`src/message_ring_log_unit_defines.svh`:
```
// assertion macros for the message ring log unit
`ifndef MESSAGE_RING_LOG_UNIT_DEFINES_SVH
`define MESSAGE_RING_LOG_UNIT_DEFINES_SVH

`ifndef ASSERT_OFF
// condition that must hold at every clock edge out of reset
`define MRL_ASSERT(lbl, clk, rst_n, prop, msg) \
    lbl: assert property (@(posedge clk) disable iff (!rst_n) (prop)) else $error(msg);
// condition that must hold in the cycle after a trigger
`define MRL_ASSERT_NEXT(lbl, clk, rst_n, ante, cons, msg) \
    lbl: assert property (@(posedge clk) disable iff (!rst_n) (ante) |=> (cons)) else $error(msg);
`else
`define MRL_ASSERT(lbl, clk, rst_n, prop, msg)
`define MRL_ASSERT_NEXT(lbl, clk, rst_n, ante, cons, msg)
`endif

`endif

```
`src/mrl_pkg.sv`:
```
// shared types and constants of the message ring log unit
package mrl_pkg;

    localparam int OP_W    = 2;
    localparam int DATA_W  = 8;
    localparam int COUNT_W = 5;
    localparam int BYTES_W = 9;

    // item operation codes
    typedef enum logic [OP_W-1:0] {
        OP_APPEND = 2'd0,
        OP_READ   = 2'd1,
        OP_REWIND = 2'd2,
        OP_CLEAR  = 2'd3
    } op_t;

    // commands from the controller to the datapath
    typedef struct packed {
        logic load_item;
        logic app_open;
        logic app_byte;
        logic rd_check;
        logic rd_addr;
        logic rd_finish;
        logic rewind;
        logic clear_all;
        logic fetch_oldest;
        logic out_load;
    } cmd_t;

    // status from the datapath to the controller
    typedef struct packed {
        logic past_end;
    } status_t;

endpackage

```
`src/mrl_ram.sv`:
```
// generic single write port ram with registered read
module mrl_ram #(
    parameter int WIDTH = 8,
    parameter int DEPTH = 256
) (
    input  logic                     clk,
    input  logic                     we,
    input  logic [$clog2(DEPTH)-1:0] waddr,
    input  logic [WIDTH-1:0]         wdata,
    input  logic                     re,
    input  logic [$clog2(DEPTH)-1:0] raddr,
    output logic [WIDTH-1:0]         rdata
);

    logic [WIDTH-1:0] mem_reg [DEPTH];
    logic [WIDTH-1:0] rdata_reg;

    // write port
    always_ff @(posedge clk)
    begin
        if (we)
        begin
            mem_reg[waddr] <= wdata;
        end
    end

    // registered read port
    always_ff @(posedge clk)
    begin
        if (re)
        begin
            rdata_reg <= mem_reg[raddr];
        end
    end

    assign rdata = rdata_reg;

endmodule

```
`src/mrl_ctrl.sv`:
```
// controller state machine of the message ring log unit
`include "message_ring_log_unit_defines.svh"

module mrl_ctrl (
    input  logic                      clk,
    input  logic                      rst_n,
    input  logic                      in_valid,
    output logic                      in_ready,
    input  logic [mrl_pkg::OP_W-1:0]  op,
    output logic                      out_valid,
    input  logic                      out_ready,
    output mrl_pkg::cmd_t             cmd,
    input  mrl_pkg::status_t          status
);

    typedef enum logic [10:0] {
        S_IDLE      = 11'b000_0000_0001,
        S_APP_OPEN  = 11'b000_0000_0010,
        S_APP_FETCH = 11'b000_0000_0100,
        S_APP_BYTE  = 11'b000_0000_1000,
        S_RD_CHECK  = 11'b000_0001_0000,
        S_RD_ADDR   = 11'b000_0010_0000,
        S_RD_DATA   = 11'b000_0100_0000,
        S_REWIND    = 11'b000_1000_0000,
        S_CLEAR     = 11'b001_0000_0000,
        S_FETCH     = 11'b010_0000_0000,
        S_DONE      = 11'b100_0000_0000
    } state_t;

    state_t state_reg;
    state_t state_next;
    logic   out_valid_reg;
    logic   out_valid_next;

    assign in_ready  = (state_reg == S_IDLE);
    assign out_valid = out_valid_reg;

    // next state and command decode
    always_comb
    begin
        state_next = state_reg;
        cmd        = '0;
        unique case (state_reg)
            S_IDLE:
            begin
                if (in_valid)
                begin
                    cmd.load_item = 1'b1;
                    unique case (mrl_pkg::op_t'(op))
                        mrl_pkg::OP_APPEND: state_next = S_APP_OPEN;
                        mrl_pkg::OP_READ:   state_next = S_RD_CHECK;
                        mrl_pkg::OP_REWIND: state_next = S_REWIND;
                        mrl_pkg::OP_CLEAR:  state_next = S_CLEAR;
                        default:            state_next = S_IDLE;
                    endcase
                end
            end
            S_APP_OPEN:
            begin
                cmd.app_open = 1'b1;
                state_next   = S_APP_FETCH;
            end
            S_APP_FETCH:
            begin
                cmd.fetch_oldest = 1'b1;
                state_next       = S_APP_BYTE;
            end
            S_APP_BYTE:
            begin
                cmd.app_byte = 1'b1;
                state_next   = S_FETCH;
            end
            S_RD_CHECK:
            begin
                cmd.rd_check = 1'b1;
                state_next   = status.past_end ? S_FETCH : S_RD_ADDR;
            end
            S_RD_ADDR:
            begin
                cmd.rd_addr = 1'b1;
                state_next  = S_RD_DATA;
            end
            S_RD_DATA:
            begin
                cmd.rd_finish = 1'b1;
                state_next    = S_FETCH;
            end
            S_REWIND:
            begin
                cmd.rewind = 1'b1;
                state_next = S_FETCH;
            end
            S_CLEAR:
            begin
                cmd.clear_all = 1'b1;
                state_next    = S_FETCH;
            end
            S_FETCH:
            begin
                cmd.fetch_oldest = 1'b1;
                state_next       = S_DONE;
            end
            S_DONE:
            begin
                // hand the result over once the output register is free
                if (!out_valid_reg || out_ready)
                begin
                    cmd.out_load = 1'b1;
                    state_next   = S_IDLE;
                end
            end
            default:
            begin
                state_next = S_IDLE;
            end
        endcase
    end

    // output valid flag
    always_comb
    begin
        if (cmd.out_load)
        begin
            out_valid_next = 1'b1;
        end
        else if (out_ready)
        begin
            out_valid_next = 1'b0;
        end
        else
        begin
            out_valid_next = out_valid_reg;
        end
    end

    // control registers
    always_ff @(posedge clk or negedge rst_n)
    begin
        if (!rst_n)
        begin
            state_reg     <= S_IDLE;
            out_valid_reg <= 1'b0;
        end
        else
        begin
            state_reg     <= state_next;
            out_valid_reg <= out_valid_next;
        end
    end

    `MRL_ASSERT_NEXT(a_item_busy, clk, rst_n, in_valid && in_ready, !in_ready, "item accepted back to back")

endmodule

```
`src/mrl_dpath.sv`:
```
// datapath of the message ring log unit: pointers, counters, stores and result
`include "message_ring_log_unit_defines.svh"

module mrl_dpath #(
    parameter int STORE_BYTES = 256,
    parameter int MAX_MSGS    = 16
) (
    input  logic                          clk,
    input  logic                          rst_n,
    input  mrl_pkg::cmd_t                 cmd,
    output mrl_pkg::status_t              status,
    input  logic [mrl_pkg::DATA_W-1:0]    data,
    input  logic                          last,
    output logic [mrl_pkg::DATA_W-1:0]    rd_byte,
    output logic                          msg_end,
    output logic                          log_end,
    output logic [mrl_pkg::COUNT_W-1:0]   msg_count,
    output logic [mrl_pkg::BYTES_W-1:0]   bytes_used,
    output logic                          truncated
);

    localparam int SLOTS = MAX_MSGS + 1;
    localparam int AW    = $clog2(STORE_BYTES);
    localparam int AW1   = AW + 1;
    localparam int LW    = $clog2(STORE_BYTES + 1);
    localparam int SW    = $clog2(SLOTS);
    localparam int SW1   = SW + 1;
    localparam int DW    = mrl_pkg::DATA_W;
    localparam int CNT_W = mrl_pkg::COUNT_W;
    localparam int BYT_W = mrl_pkg::BYTES_W;

    localparam logic [LW-1:0]  STORE_LEN = LW'(STORE_BYTES);
    localparam logic [AW:0]    STORE_X   = AW1'(STORE_BYTES);
    localparam logic [AW-1:0]  PTR_MAX   = AW'(STORE_BYTES - 1);
    localparam logic [SW-1:0]  MSG_MAX   = SW'(MAX_MSGS);
    localparam logic [SW:0]    SLOTS_X   = SW1'(SLOTS);

    // circular difference a - b of two store offsets
    function automatic logic [AW-1:0] ptr_sub(input logic [AW-1:0] a, input logic [AW-1:0] b);
        logic [AW:0] t;
        if (a >= b)
        begin
            t = {1'b0, a} - {1'b0, b};
        end
        else
        begin
            t = {1'b0, a} + STORE_X - {1'b0, b};
        end
        return t[AW-1:0];
    endfunction

    // circular sum of two store offsets
    function automatic logic [AW-1:0] ptr_add(input logic [AW-1:0] a, input logic [AW-1:0] b);
        logic [AW:0] t;
        t = {1'b0, a} + {1'b0, b};
        if (t >= STORE_X)
        begin
            t = t - STORE_X;
        end
        return t[AW-1:0];
    endfunction

    // next store offset
    function automatic logic [AW-1:0] ptr_inc(input logic [AW-1:0] a);
        return (a == PTR_MAX) ? '0 : a + AW'(1);
    endfunction

    // length reduced to a store offset
    function automatic logic [AW-1:0] len_mod(input logic [LW-1:0] l);
        return (l == STORE_LEN) ? '0 : l[AW-1:0];
    endfunction

    // distance as a byte count, a full store when the ends meet
    function automatic logic [LW-1:0] span(input logic [AW-1:0] d);
        return (d == '0) ? STORE_LEN : LW'(d);
    endfunction

    // slot index advanced by k places around the start queue
    function automatic logic [SW-1:0] slot_add(input logic [SW-1:0] a, input logic [SW:0] k);
        logic [SW:0] t;
        t = {1'b0, a} + k;
        if (t >= SLOTS_X)
        begin
            t = t - SLOTS_X;
        end
        return t[SW-1:0];
    endfunction

    // control state
    logic [SW-1:0] oldest_slot_reg, oldest_slot_next;
    logic [SW-1:0] held_count_reg,  held_count_next;
    logic [AW-1:0] write_ptr_reg,   write_ptr_next;
    logic [LW-1:0] open_len_reg,    open_len_next;
    logic [SW-1:0] read_msg_reg,    read_msg_next;
    logic [AW-1:0] read_ptr_reg,    read_ptr_next;

    // item and result payload
    logic [DW-1:0]    item_data_reg;
    logic             item_last_reg;
    logic [AW-1:0]    start_reg;
    logic [DW-1:0]    res_byte_reg;
    logic             res_mend_reg;
    logic             res_lend_reg;
    logic             res_trunc_reg;
    logic [DW-1:0]    rd_byte_reg;
    logic             msg_end_reg;
    logic             log_end_reg;
    logic [CNT_W-1:0] msg_count_reg;
    logic [BYT_W-1:0] bytes_used_reg;
    logic             truncated_reg;

    // memory ports
    logic          st_we;
    logic [SW-1:0] st_waddr;
    logic          st_re;
    logic [SW-1:0] st_raddr;
    logic [AW-1:0] st_rdata;
    logic          bs_we;
    logic [AW-1:0] bs_raddr;
    logic [DW-1:0] bs_rdata;

    // derived values
    logic [AW-1:0] open_start;
    logic          past_end;
    logic          full_now;
    logic          trunc_now;
    logic          drop_open;
    logic          drop_byte;
    logic          drop;
    logic          more_after;
    logic [AW-1:0] msg_stop;
    logic [LW-1:0] msg_len;
    logic [LW-1:0] ptr_step;
    logic          at_end;
    logic [LW-1:0] bytes_now;

    assign open_start = ptr_sub(write_ptr_reg, len_mod(open_len_reg));
    assign past_end   = (read_msg_reg >= held_count_reg);
    assign full_now   = (held_count_reg >= MSG_MAX);
    assign trunc_now  = (open_len_reg == STORE_LEN);

    // oldest message goes when a new one starts at the limit or a byte lands on its start
    assign drop_open = cmd.app_open && (open_len_reg == '0) && full_now;
    assign drop_byte = cmd.app_byte && !trunc_now && (held_count_reg != '0)
                       && (st_rdata == write_ptr_reg);
    assign drop      = drop_open || drop_byte;

    // length of the message under the read cursor
    assign more_after = (({1'b0, read_msg_reg} + SW1'(1)) < {1'b0, held_count_reg});
    assign msg_stop   = more_after ? st_rdata : open_start;
    assign msg_len    = span(ptr_sub(msg_stop, start_reg));
    assign ptr_step   = LW'(read_ptr_reg) + LW'(1);
    assign at_end     = (ptr_step >= msg_len);

    // bytes from the oldest start to the open message
    assign bytes_now = (held_count_reg == '0) ? '0 : span(ptr_sub(open_start, st_rdata));

    assign status.past_end = past_end;

    // message start queue
    assign st_we    = cmd.app_open && (open_len_reg == '0);
    assign st_waddr = slot_add(oldest_slot_reg, {1'b0, held_count_reg});
    assign st_re    = cmd.fetch_oldest || cmd.rd_check || cmd.rd_addr;

    always_comb
    begin
        priority if (cmd.rd_check)
        begin
            st_raddr = slot_add(oldest_slot_reg, {1'b0, read_msg_reg});
        end
        else if (cmd.rd_addr)
        begin
            st_raddr = slot_add(oldest_slot_reg, {1'b0, read_msg_reg} + SW1'(1));
        end
        else
        begin
            st_raddr = oldest_slot_reg;
        end
    end

    mrl_ram #(
        .WIDTH (AW),
        .DEPTH (SLOTS)
    ) u_start_ram (
        .clk   (clk),
        .we    (st_we),
        .waddr (st_waddr),
        .wdata (write_ptr_reg),
        .re    (st_re),
        .raddr (st_raddr),
        .rdata (st_rdata)
    );

    // byte store
    assign bs_we    = cmd.app_byte && !trunc_now;
    assign bs_raddr = ptr_add(st_rdata, read_ptr_reg);

    mrl_ram #(
        .WIDTH (DW),
        .DEPTH (STORE_BYTES)
    ) u_byte_ram (
        .clk   (clk),
        .we    (bs_we),
        .waddr (write_ptr_reg),
        .wdata (item_data_reg),
        .re    (cmd.rd_addr),
        .raddr (bs_raddr),
        .rdata (bs_rdata)
    );

    // pointer and counter updates
    always_comb
    begin
        oldest_slot_next = oldest_slot_reg;
        held_count_next  = held_count_reg;
        write_ptr_next   = write_ptr_reg;
        open_len_next    = open_len_reg;
        read_msg_next    = read_msg_reg;
        read_ptr_next    = read_ptr_reg;

        // eviction of the oldest message, cursor follows its message
        if (drop)
        begin
            oldest_slot_next = slot_add(oldest_slot_reg, SW1'(1));
            held_count_next  = held_count_reg - SW'(1);
            if (read_msg_reg != '0)
            begin
                read_msg_next = read_msg_reg - SW'(1);
            end
            else
            begin
                read_ptr_next = '0;
            end
        end

        // byte append and message close
        if (cmd.app_byte)
        begin
            if (!trunc_now)
            begin
                write_ptr_next = ptr_inc(write_ptr_reg);
                open_len_next  = open_len_reg + LW'(1);
            end
            if (item_last_reg)
            begin
                held_count_next = held_count_next + SW'(1);
                open_len_next   = '0;
            end
        end

        // read cursor
        if ((cmd.rd_check && past_end) || cmd.rewind)
        begin
            read_msg_next = '0;
            read_ptr_next = '0;
        end
        if (cmd.rd_finish)
        begin
            if (at_end)
            begin
                read_msg_next = read_msg_reg + SW'(1);
                read_ptr_next = '0;
            end
            else
            begin
                read_ptr_next = read_ptr_reg + AW'(1);
            end
        end

        if (cmd.clear_all)
        begin
            oldest_slot_next = '0;
            held_count_next  = '0;
            write_ptr_next   = '0;
            open_len_next    = '0;
            read_msg_next    = '0;
            read_ptr_next    = '0;
        end
    end

    always_ff @(posedge clk or negedge rst_n)
    begin
        if (!rst_n)
        begin
            oldest_slot_reg <= '0;
            held_count_reg  <= '0;
            write_ptr_reg   <= '0;
            open_len_reg    <= '0;
            read_msg_reg    <= '0;
            read_ptr_reg    <= '0;
        end
        else
        begin
            oldest_slot_reg <= oldest_slot_next;
            held_count_reg  <= held_count_next;
            write_ptr_reg   <= write_ptr_next;
            open_len_reg    <= open_len_next;
            read_msg_reg    <= read_msg_next;
            read_ptr_reg    <= read_ptr_next;
        end
    end

    // item capture and result collection
    always_ff @(posedge clk)
    begin
        if (cmd.load_item)
        begin
            item_data_reg <= data;
            item_last_reg <= last;
            res_byte_reg  <= '0;
            res_mend_reg  <= 1'b0;
            res_lend_reg  <= 1'b0;
            res_trunc_reg <= 1'b0;
        end
        if (cmd.rd_check && past_end)
        begin
            res_lend_reg <= 1'b1;
        end
        if (cmd.rd_addr)
        begin
            start_reg <= st_rdata;
        end
        if (cmd.rd_finish)
        begin
            res_byte_reg <= bs_rdata;
            res_mend_reg <= at_end;
        end
        if (cmd.app_byte)
        begin
            res_trunc_reg <= trunc_now;
        end
    end

    // output register
    always_ff @(posedge clk)
    begin
        if (cmd.out_load)
        begin
            rd_byte_reg    <= res_byte_reg;
            msg_end_reg    <= res_mend_reg;
            log_end_reg    <= res_lend_reg;
            truncated_reg  <= res_trunc_reg;
            msg_count_reg  <= CNT_W'(held_count_reg);
            bytes_used_reg <= BYT_W'(bytes_now);
        end
    end

    assign rd_byte    = rd_byte_reg;
    assign msg_end    = msg_end_reg;
    assign log_end    = log_end_reg;
    assign msg_count  = msg_count_reg;
    assign bytes_used = bytes_used_reg;
    assign truncated  = truncated_reg;

    `MRL_ASSERT(a_held_bound, clk, rst_n, held_count_reg <= MSG_MAX, "held messages above limit")
    `MRL_ASSERT(a_cursor_bound, clk, rst_n, read_msg_reg <= held_count_reg, "read cursor past held messages")
    `MRL_ASSERT_NEXT(a_trunc_hold, clk, rst_n, cmd.app_byte && trunc_now, $stable(write_ptr_reg), "dropped byte moved write pointer")

endmodule

```
`src/message_ring_log_unit.sv`:
```
// top level of the message ring log unit
//
//  channel | handshake            | payload
//  --------+----------------------+---------------------------------------------------
//  in      | in_valid / in_ready  | op, data, last
//  out     | out_valid / out_ready| rd_byte, msg_end, log_end, msg_count, bytes_used,
//          |                      | truncated
//
// append and a read that returns a byte take more states than a read past the end,
// rewind and clear; the single read port of the message start memory sets this
// the next item is taken while a result waits in the output register
// reset clears pointers and counters only, the stores need no clearing pass
// a stalled output holds the finished item and the block waits before its next hand-over
module message_ring_log_unit #(
    parameter int STORE_BYTES = 256,
    parameter int MAX_MSGS    = 16
) (
    input  logic                          clk,
    input  logic                          rst_n,
    input  logic                          in_valid,
    output logic                          in_ready,
    input  logic [mrl_pkg::OP_W-1:0]      op,
    input  logic [mrl_pkg::DATA_W-1:0]    data,
    input  logic                          last,
    output logic                          out_valid,
    input  logic                          out_ready,
    output logic [mrl_pkg::DATA_W-1:0]    rd_byte,
    output logic                          msg_end,
    output logic                          log_end,
    output logic [mrl_pkg::COUNT_W-1:0]   msg_count,
    output logic [mrl_pkg::BYTES_W-1:0]   bytes_used,
    output logic                          truncated
);

    mrl_pkg::cmd_t    cmd;
    mrl_pkg::status_t status;

    // sequencing
    mrl_ctrl u_ctrl (
        .clk       (clk),
        .rst_n     (rst_n),
        .in_valid  (in_valid),
        .in_ready  (in_ready),
        .op        (op),
        .out_valid (out_valid),
        .out_ready (out_ready),
        .cmd       (cmd),
        .status    (status)
    );

    // stores, pointers and result
    mrl_dpath #(
        .STORE_BYTES (STORE_BYTES),
        .MAX_MSGS    (MAX_MSGS)
    ) u_dpath (
        .clk        (clk),
        .rst_n      (rst_n),
        .cmd        (cmd),
        .status     (status),
        .data       (data),
        .last       (last),
        .rd_byte    (rd_byte),
        .msg_end    (msg_end),
        .log_end    (log_end),
        .msg_count  (msg_count),
        .bytes_used (bytes_used),
        .truncated  (truncated)
    );

endmodule

```
`config.mk`:
```
export PLATFORM = sky130hd
export DESIGN_NAME = message_ring_log_unit
export DESIGN_NICKNAME = d
export VERILOG_FILES = /design/src/mrl_pkg.sv /design/src/mrl_ram.sv /design/src/mrl_ctrl.sv /design/src/mrl_dpath.sv /design/src/message_ring_log_unit.sv
export VERILOG_INCLUDE_DIRS = /design/src /design/src/src
export SDC_FILE = /design/constraint.sdc
export NUM_CORES = 2
export LEC_CHECK = 0
export BUFFER_PORTS_ARGS = -buffer_cell sky130_fd_sc_hd__buf_2
export CAP_MARGIN = 20
export CORE_MARGIN = 8
export CORE_UTILIZATION = 50
export CTS_CLUSTER_SIZE = 14
export DETAILED_ROUTE_END_ITERATION = 10
export HOLD_SLACK_MARGIN = 0.02
export PLACE_DENSITY = 0.66
export SETUP_SLACK_MARGIN = 0.1
export SLEW_MARGIN = 40
export SYNTH_ARGS = -nofsm -noshare
export SYNTH_HDL_FRONTEND = slang
export SYNTH_HIERARCHICAL = 1
export SYNTH_SLANG_ARGS = --single-unit
```
`constraint.sdc`:
```
create_clock -name clk -period 11.5 [get_ports clk]
set_clock_uncertainty 0.1 [all_clocks]
set_input_delay 2.3 -clock clk [delete_from_list [all_inputs] [get_ports clk]]
set_output_delay 2.3 -clock clk [all_outputs]
set_load 0.02 [all_outputs]
```
## Yosys cells after proc, flatten, opt, wreduce, memory -nomap -nowiden

Memories as Yosys holds them, arrays and structs flattened. A register that Yosys moved wholly into a read port is not among the register bits.
Cells that the tools add are included.

- Logic and storage cells: 187
- Bits in registers: 105
- RAM bits: 2184
- Memories kept: 2

Memory list:

| name | depth | width | rd ports | clocked after Yosys merged registers in | wr ports | line | RTL |
|---|---|---|---|---|---|---|---|
| u_dpath.u_byte_ram.mem_reg | 256 | 8 | 1 | 1 | 1 | mrl_ram.sv:15 | `logic [WIDTH-1:0] mem_reg [DEPTH];` |
| u_dpath.u_start_ram.mem_reg | 17 | 8 | 1 | 1 | 1 | mrl_ram.sv:15 |  |

- Reductions and logical operators: 33
- Add/subtract/negate cells: 28
- Muxes and demuxes: 68
- $lt $le $gt $ge: 12
- Equality and inequality tests: 22

Operators by type and width:

| cell | number |
|---|---|
| two-way mux 8 bit | 18 |
| two-way mux 5 bit | 18 |
| one-hot mux 11 bit (8 select lines) | 1 |
| two-way mux 9 bit | 6 |
| subtractor 8 bit | 6 |
| one-hot mux 11 bit (4 select lines) | 1 |
| adder 8 x 1 -> 8 bit, second input constant | 5 |
| greater-or-equal comparator 6 x 5 -> 1 bit, second input constant | 4 |
| greater-or-equal comparator 8 bit | 3 |
| two-way mux 11 bit | 2 |
| two-way mux 1 bit | 21 |
| subtractor 5 bit, second input constant | 4 |
| zero test 8 bit | 2 |
| adder 5 x 1 -> 6 bit, second input constant | 2 |
| adder 5 x 5 -> 6 bit | 2 |
| == test 11 x 1 -> 1 bit, second input constant | 1 |
| == test 11 x 10 -> 1 bit, second input constant | 1 |
| == test 11 bit, second input constant | 1 |
| == test 11 x 2 -> 1 bit, second input constant | 1 |
| == test 11 x 3 -> 1 bit, second input constant | 1 |
| == test 11 x 4 -> 1 bit, second input constant | 1 |
| == test 11 x 5 -> 1 bit, second input constant | 1 |
| == test 11 x 6 -> 1 bit, second input constant | 1 |
| == test 11 x 7 -> 1 bit, second input constant | 1 |
| other kinds (36) | 59 |

## Longest topological paths before layout

- Depth after elaboration: 14
- Depth in mapped cells: 28
- Mapped depth without buffers: 27

## Hierarchy

Netlist, hierarchy kept.

Modules (own cells, without submodules):

| module | cells an instance | times used | seq. area each (sq um) | area each (sq um) |
|---|---|---|---|---|
| mrl_ram at u_dpath.u_byte_ram | 3733 | 1 | 61739.2 | 79636.4 |
| mrl_dpath | 737 | 1 | 2582.5 | 7075.5 |
| mrl_ram at u_dpath.u_start_ram | 254 | 1 | 4324.1 | 5639.2 |
| mrl_ctrl | 74 | 1 | 301.5 | 770.7 |

## Worst setup path before layout

Ideal clock, no wire load.

- Kind: reg-to-reg
- Start point: register u_dpath.read_msg_reg[2]
- End point: register u_dpath.read_msg_reg[2]
- Stages on the path, launching flop included: 24
- Path buffers: 3
- Path slack: 6291 ps
- Required time: 11280 ps
- Setup time: 120 ps
- Arrival time: 4989 ps
- Period minus slack after synthesis: 5209 ps
- Cells stage by stage: dfrtp_1 > clkbuf_1 > nand3_1 > xnor2_1 > ha_1 > a21o_1 > a21oi_1 > nand3_1 > clkbuf_1 > o21ai_0 > ha_1 > nor2b_1 > o21ai_0 > a21oi_1 > o41ai_1 > xnor3_1 > or2_2 > ha_1 > a21o_1 > nand2_1 > o21ai_0 > clkbuf_1 > nor3_1 > a31o_2

- Longest elaborated chain between the ends: 12
- Elaborated cells on any way between the ends: 23
- Classes of those cells: add/sub: 6; order compare: 4; mux: 9; reduce/logical: 4

Ends and longest elaborated chain:

| item | line | RTL |
|---|---|---|
| start: declaration | mrl_dpath.sv:94 | `logic [SW-1:0] read_msg_reg, read_msg_next;` |
| start signal: assignment | mrl_dpath.sv:298 | `read_msg_reg <= read_msg_next;` |
| adder 5 x 1 -> 6 bit | mrl_dpath.sv:149 | `assign more_after = (({1'b0, read_msg_reg} + SW1'(1)) < {1'b0, held_count_reg});` |
| < comparator 6 x 5 -> 1 bit | mrl_dpath.sv:149 |  |
| two-way mux 8 bit | mrl_dpath.sv:150 | `assign msg_stop = more_after ? st_rdata : open_start;` |
| adder 8 x 1 -> 8 bit | mrl_dpath.sv:47 | `t = {1'b0, a} + STORE_X - {1'b0, b};` |
| subtractor 8 bit | mrl_dpath.sv:47 |  |
| two-way mux 8 bit | mrl_dpath.sv:41 | `if (a >= b)` |
| zero test 8 bit | mrl_dpath.sv:75 | `return (d == '0) ? STORE_LEN : LW'(d);` |
| two-way mux 9 bit | mrl_dpath.sv:75 |  |
| greater-or-equal comparator 9 bit | mrl_dpath.sv:153 | `assign at_end = (ptr_step >= msg_len);` |
| two-way mux 5 bit | mrl_dpath.sv:259 | `if (at_end)` |
| two-way mux 5 bit * | mrl_dpath.sv:257 | `if (cmd.rd_finish)` |
| two-way mux 5 bit * | mrl_dpath.sv:270 | `if (cmd.clear_all)` |
| named net u_dpath.read_msg_next[2] | mrl_dpath.sv:94 |  |

The timed path passes the listed nets; every way through them passes the cells marked *.
A chain may end at the register's enable or synchronous reset.

## Worst setup path after layout

- Start point: register u_dpath.read_msg_reg[1]
- End point: register u_dpath.read_msg_reg[1]

Same word-level chain as after synthesis.

==> reports/metrics.cfg <==
[placement]
gpl.final_weighted_congestion = 0.871
preCtsSetupSlack_ps = 5440
dp_hpwl_um = 140000
io_buffers = 41
placed_cell_area_um2 = 96100

[worst_setup_path]
timing.critical_path.to_type = register
worstPathMaxFanout = 15
criticalPathCategory = reg2reg
critical_path_required_ps = 12110
worst_setup_path_start_kind = register
critPathArrivalTime_ps = 6770
reg2regPathDepth = 20

[synth]
synth_async_sr_flop_share = 0.0226
synth-edff-count = 2252
synth_area_per_cell_um2 = 19.4
synth_warnings = 6
ys.flop_type = edfxtp_1
synthesis.instances = 4798
synth_seq_cells = 2305
syn_nets = 4899
synth.distinct_cells = 99
synth.cell_area_um2 = 93100
synth-seq-area-share = 0.740

[pwr]
fin_total_pwr_mw = 18.5
max-vdd-ir-drop_mv = 0.164
powerDensity_nw_per_um2 = 179
leakage_nw = 32.8

[cells_and_area]
final_nets = 5012
area_delta_synth_final_pct = 11.1
layout.filler_cells = 13800
design_area_um2 = 103000
largest_reg_flops = 2048
drive_above_1_share = 0.227
final_core_util = 0.558

[global_routing]
grt_util_all_layers = 0.223
grt_start_max_net_pins = 190
grt_first_pass_wirelength_um = 329000
vias_in_the_first_global_route = 47300
initial_antenna_violation_count = 3
gr-usage-met1 = 0.312
global_route.peak_usage_layer = met2
grt_remaining_overflow = 0
grt.met3_usage = 0.0388
gr-usage-met2 = 0.360

[clock_tree]
cts.htree.levels = 4
tritoncts_clock_tree = built
cts_hold_buffers = 0
cts-root-to-sink-buffers = 3
clock-sinks = 2305
ctsResizeCount = 0
clock_latency_ps = 850
cts-root-buf = clkbuf_16
numCtsBuffers = 222
clkTransAtPathRegs_ps = 60
post_cts.repair.setup_buffers = 0

[die]
core.rowCount = 158
floorplan.core_area_um2 = 185000
die_w_um = 448
pin_count = 42
initial_standard_cell_utilization_of_the_core = 0.503
die-area_um2 = 200000
dieHeight_um = 448

[sta]
max_slew_margin = 0.316
setup_tns_ps = 0
finalSetupViolations = 0
final_critical_path_setup_slack_ps = 5340
max_slew.worst_pin.slew_ps = 1020
timing.final.max_slew_violations = 0
layout_worst_path_cycle_share = 0.536
min_cycle_time_layout_ps = 6160
timing.fmax_ghz = 0.162
grt_setup_unrepaired = false
report.final.hold_viol_count = 0

[routing]
drt_first_iter_violations = 5252
antenna_left = 0
wire_per_inst_um = 29.9
dr_total_vias = 47600
drc_errors = 0
detail_route.vias_per_cell = 6.27
drt_first_pass_iters = 6
routed_wire_length_um = 226000

[flow_run]
maxCapViolations = 0

[min_path]
timing.hold.worst_path_depth = 0
timing.hold.worst.class = reg2reg

[outcome]
status = finished clean

==> layout by cell type (no fill, tap or decap), types with 13 or more instances in the layout <==
| master | synthesis | layout |
|---|---|---|
| buf_4 | 29 | 81 |
| nand2b_1 | 25 | 24 |
| ha_1 | 79 | 78 |
| a22oi_1 | 136 | 136 |
| or2_2 | 16 | 16 |
| buf_6 | 27 | 17 |
| mux4_2 | 480 | 480 |
| nand2_1 | 93 | 90 |
| o22ai_1 | 36 | 36 |
| edfxtp_1 | 2252 | 2252 |
| nor4_1 | 27 | 19 |
| nor2_1 | 358 | 246 |
| clkinv_2 | 0 | 41 |
| xnor2_1 | 41 | 37 |
| nor2b_1 | 47 | 40 |
| clkbuf_16 | 0 | 223 |
| xor2_1 | 25 | 24 |
| a211oi_1 | 21 | 21 |
| a22o_1 | 13 | 13 |
| and3_1 | 15 | 15 |
| mux2i_1 | 146 | 146 |
| nor2_2 | 0 | 109 |
| nand3_1 | 55 | 48 |
| o21ai_0 | 41 | 40 |
| nand4_1 | 24 | 24 |
| buf_2 | 35 | 42 |
| a21o_1 | 28 | 28 |
| clkbuf_1 | 126 | 50 |
| clkinv_1 | 1 | 61 |
| inv_1 | 72 | 71 |
| o221ai_1 | 46 | 46 |
| nor3_1 | 34 | 31 |
| dfrtp_1 | 51 | 51 |
| and2_1 | 16 | 16 |
| a21oi_1 | 155 | 153 |
==> cell usage after synthesis, types with 28 or more instances <==
library cell	number	area (um^2)
o221ai_1	46	403
clkbuf_1	126	473
o22ai_1	36	225
a22oi_1	136	1020
nand3_1	55	275
ha_1	79	988
dfrtp_1	51	1280
inv_1	72	270
nor2_1	358	1340
a21o_1	28	210
buf_2	35	175
nor3_1	34	170
buf_4	29	218
edfxtp_1	2252	67600
o21ai_0	41	205
mux4_2	480	10800
nand2_1	93	349
mux2i_1	146	1460
nor2b_1	47	294
xnor2_1	41	359
a21oi_1	155	776
==> metrics by stage <==
stage / hold WS, ps / std cells
after floorplan: 300 / 4798
after global placement: 308 / 7156
after detailed placement: 307 / 7159
after CTS: 322 / 7572
after global routing: 334 / 7580
final: 321 / 7582
==> power breakdown <==
part / internal (mW) / switching, mW
clock network: 3.78 / 3.13
registers: 9.63 / 0.0383
logic: 0.608 / 1.34
total: 14.0 / 4.51
==> cells by family (layout without fill, tap and decap cells) <==
group / after synthesis / count (layout) / synth area share
AOI/OAI and AO/OA: 600 / 600 / 0.0456
xor gates and xnor gates: 69 / 69 / 0.00687
adders and majority gates: 86 / 86 / 0.0121
buffers and inverters: 339 / 641 / 0.0208
DFF: 2305 / 2305 / 0.740
muxes: 638 / 638 / 0.135
other: 0 / 2 / 0
and+or+nand+nor: 761 / 761 / 0.0397
==> path summary, 6_finish.rpt <==
path / start / end / slack (ps)
max: u_dpath/read_msg_reg[1] / u_dpath/read_msg_reg[1] / 5340
min: u_dpath/res_byte_reg[1] / u_dpath/rd_byte[1] / 320
max reg2reg: u_dpath/read_msg_reg[1] / u_dpath/read_msg_reg[1] / 5340
min reg2reg: u_dpath/res_byte_reg[1] / u_dpath/rd_byte[1] / 320
max in group asynchronous: rst_n / u_ctrl/state_reg[0] / 9460
min in group asynchronous: rst_n / u_dpath/write_ptr_reg[1] / 1400
==> metal layers <==
layer	share of wire	vias to the layer above
met5	0.000071	-
met4	0.035	2
met3	0.081	383
met2	0.49	2162
met1	0.40	25100
li1	-	20000
==> critical path, cell delays in order (launching register included) <==
cell and delay, ps:
dfrtp_1 540, nand3_1 140, xnor2_1 330, ha_1 320
a21o_1 190, a21oi_1 150, nand3_1 390, o21ai_0 520
ha_1 310, nor2b_1 130, o21ai_0 230, a21oi_1 140
o41ai_1 370, xnor3_1 400, or2_2 310, ha_1 320
a21o_1 190, nand2_1 60, o21ai_1 250, or4_1 570
o31ai_1 100
==> area by class of cell <==
class | count | area, um^2 | area share
clock inverters | 138 | 1140 | 0.0110
multi-input cells | 2154 | 22800 | 0.221
repair buffers | 154 | 1320 | 0.0128
flip-flops and latches | 2305 | 68900 | 0.667
well taps | 2480 | 3100 | 0.0300
inverters | 74 | 285 | 0.00276
clock buffers | 275 | 5800 | 0.0560
diodes | 2 | 5.00 | 0.0000484
Note: power is estimated with default switching activity, not from simulation.
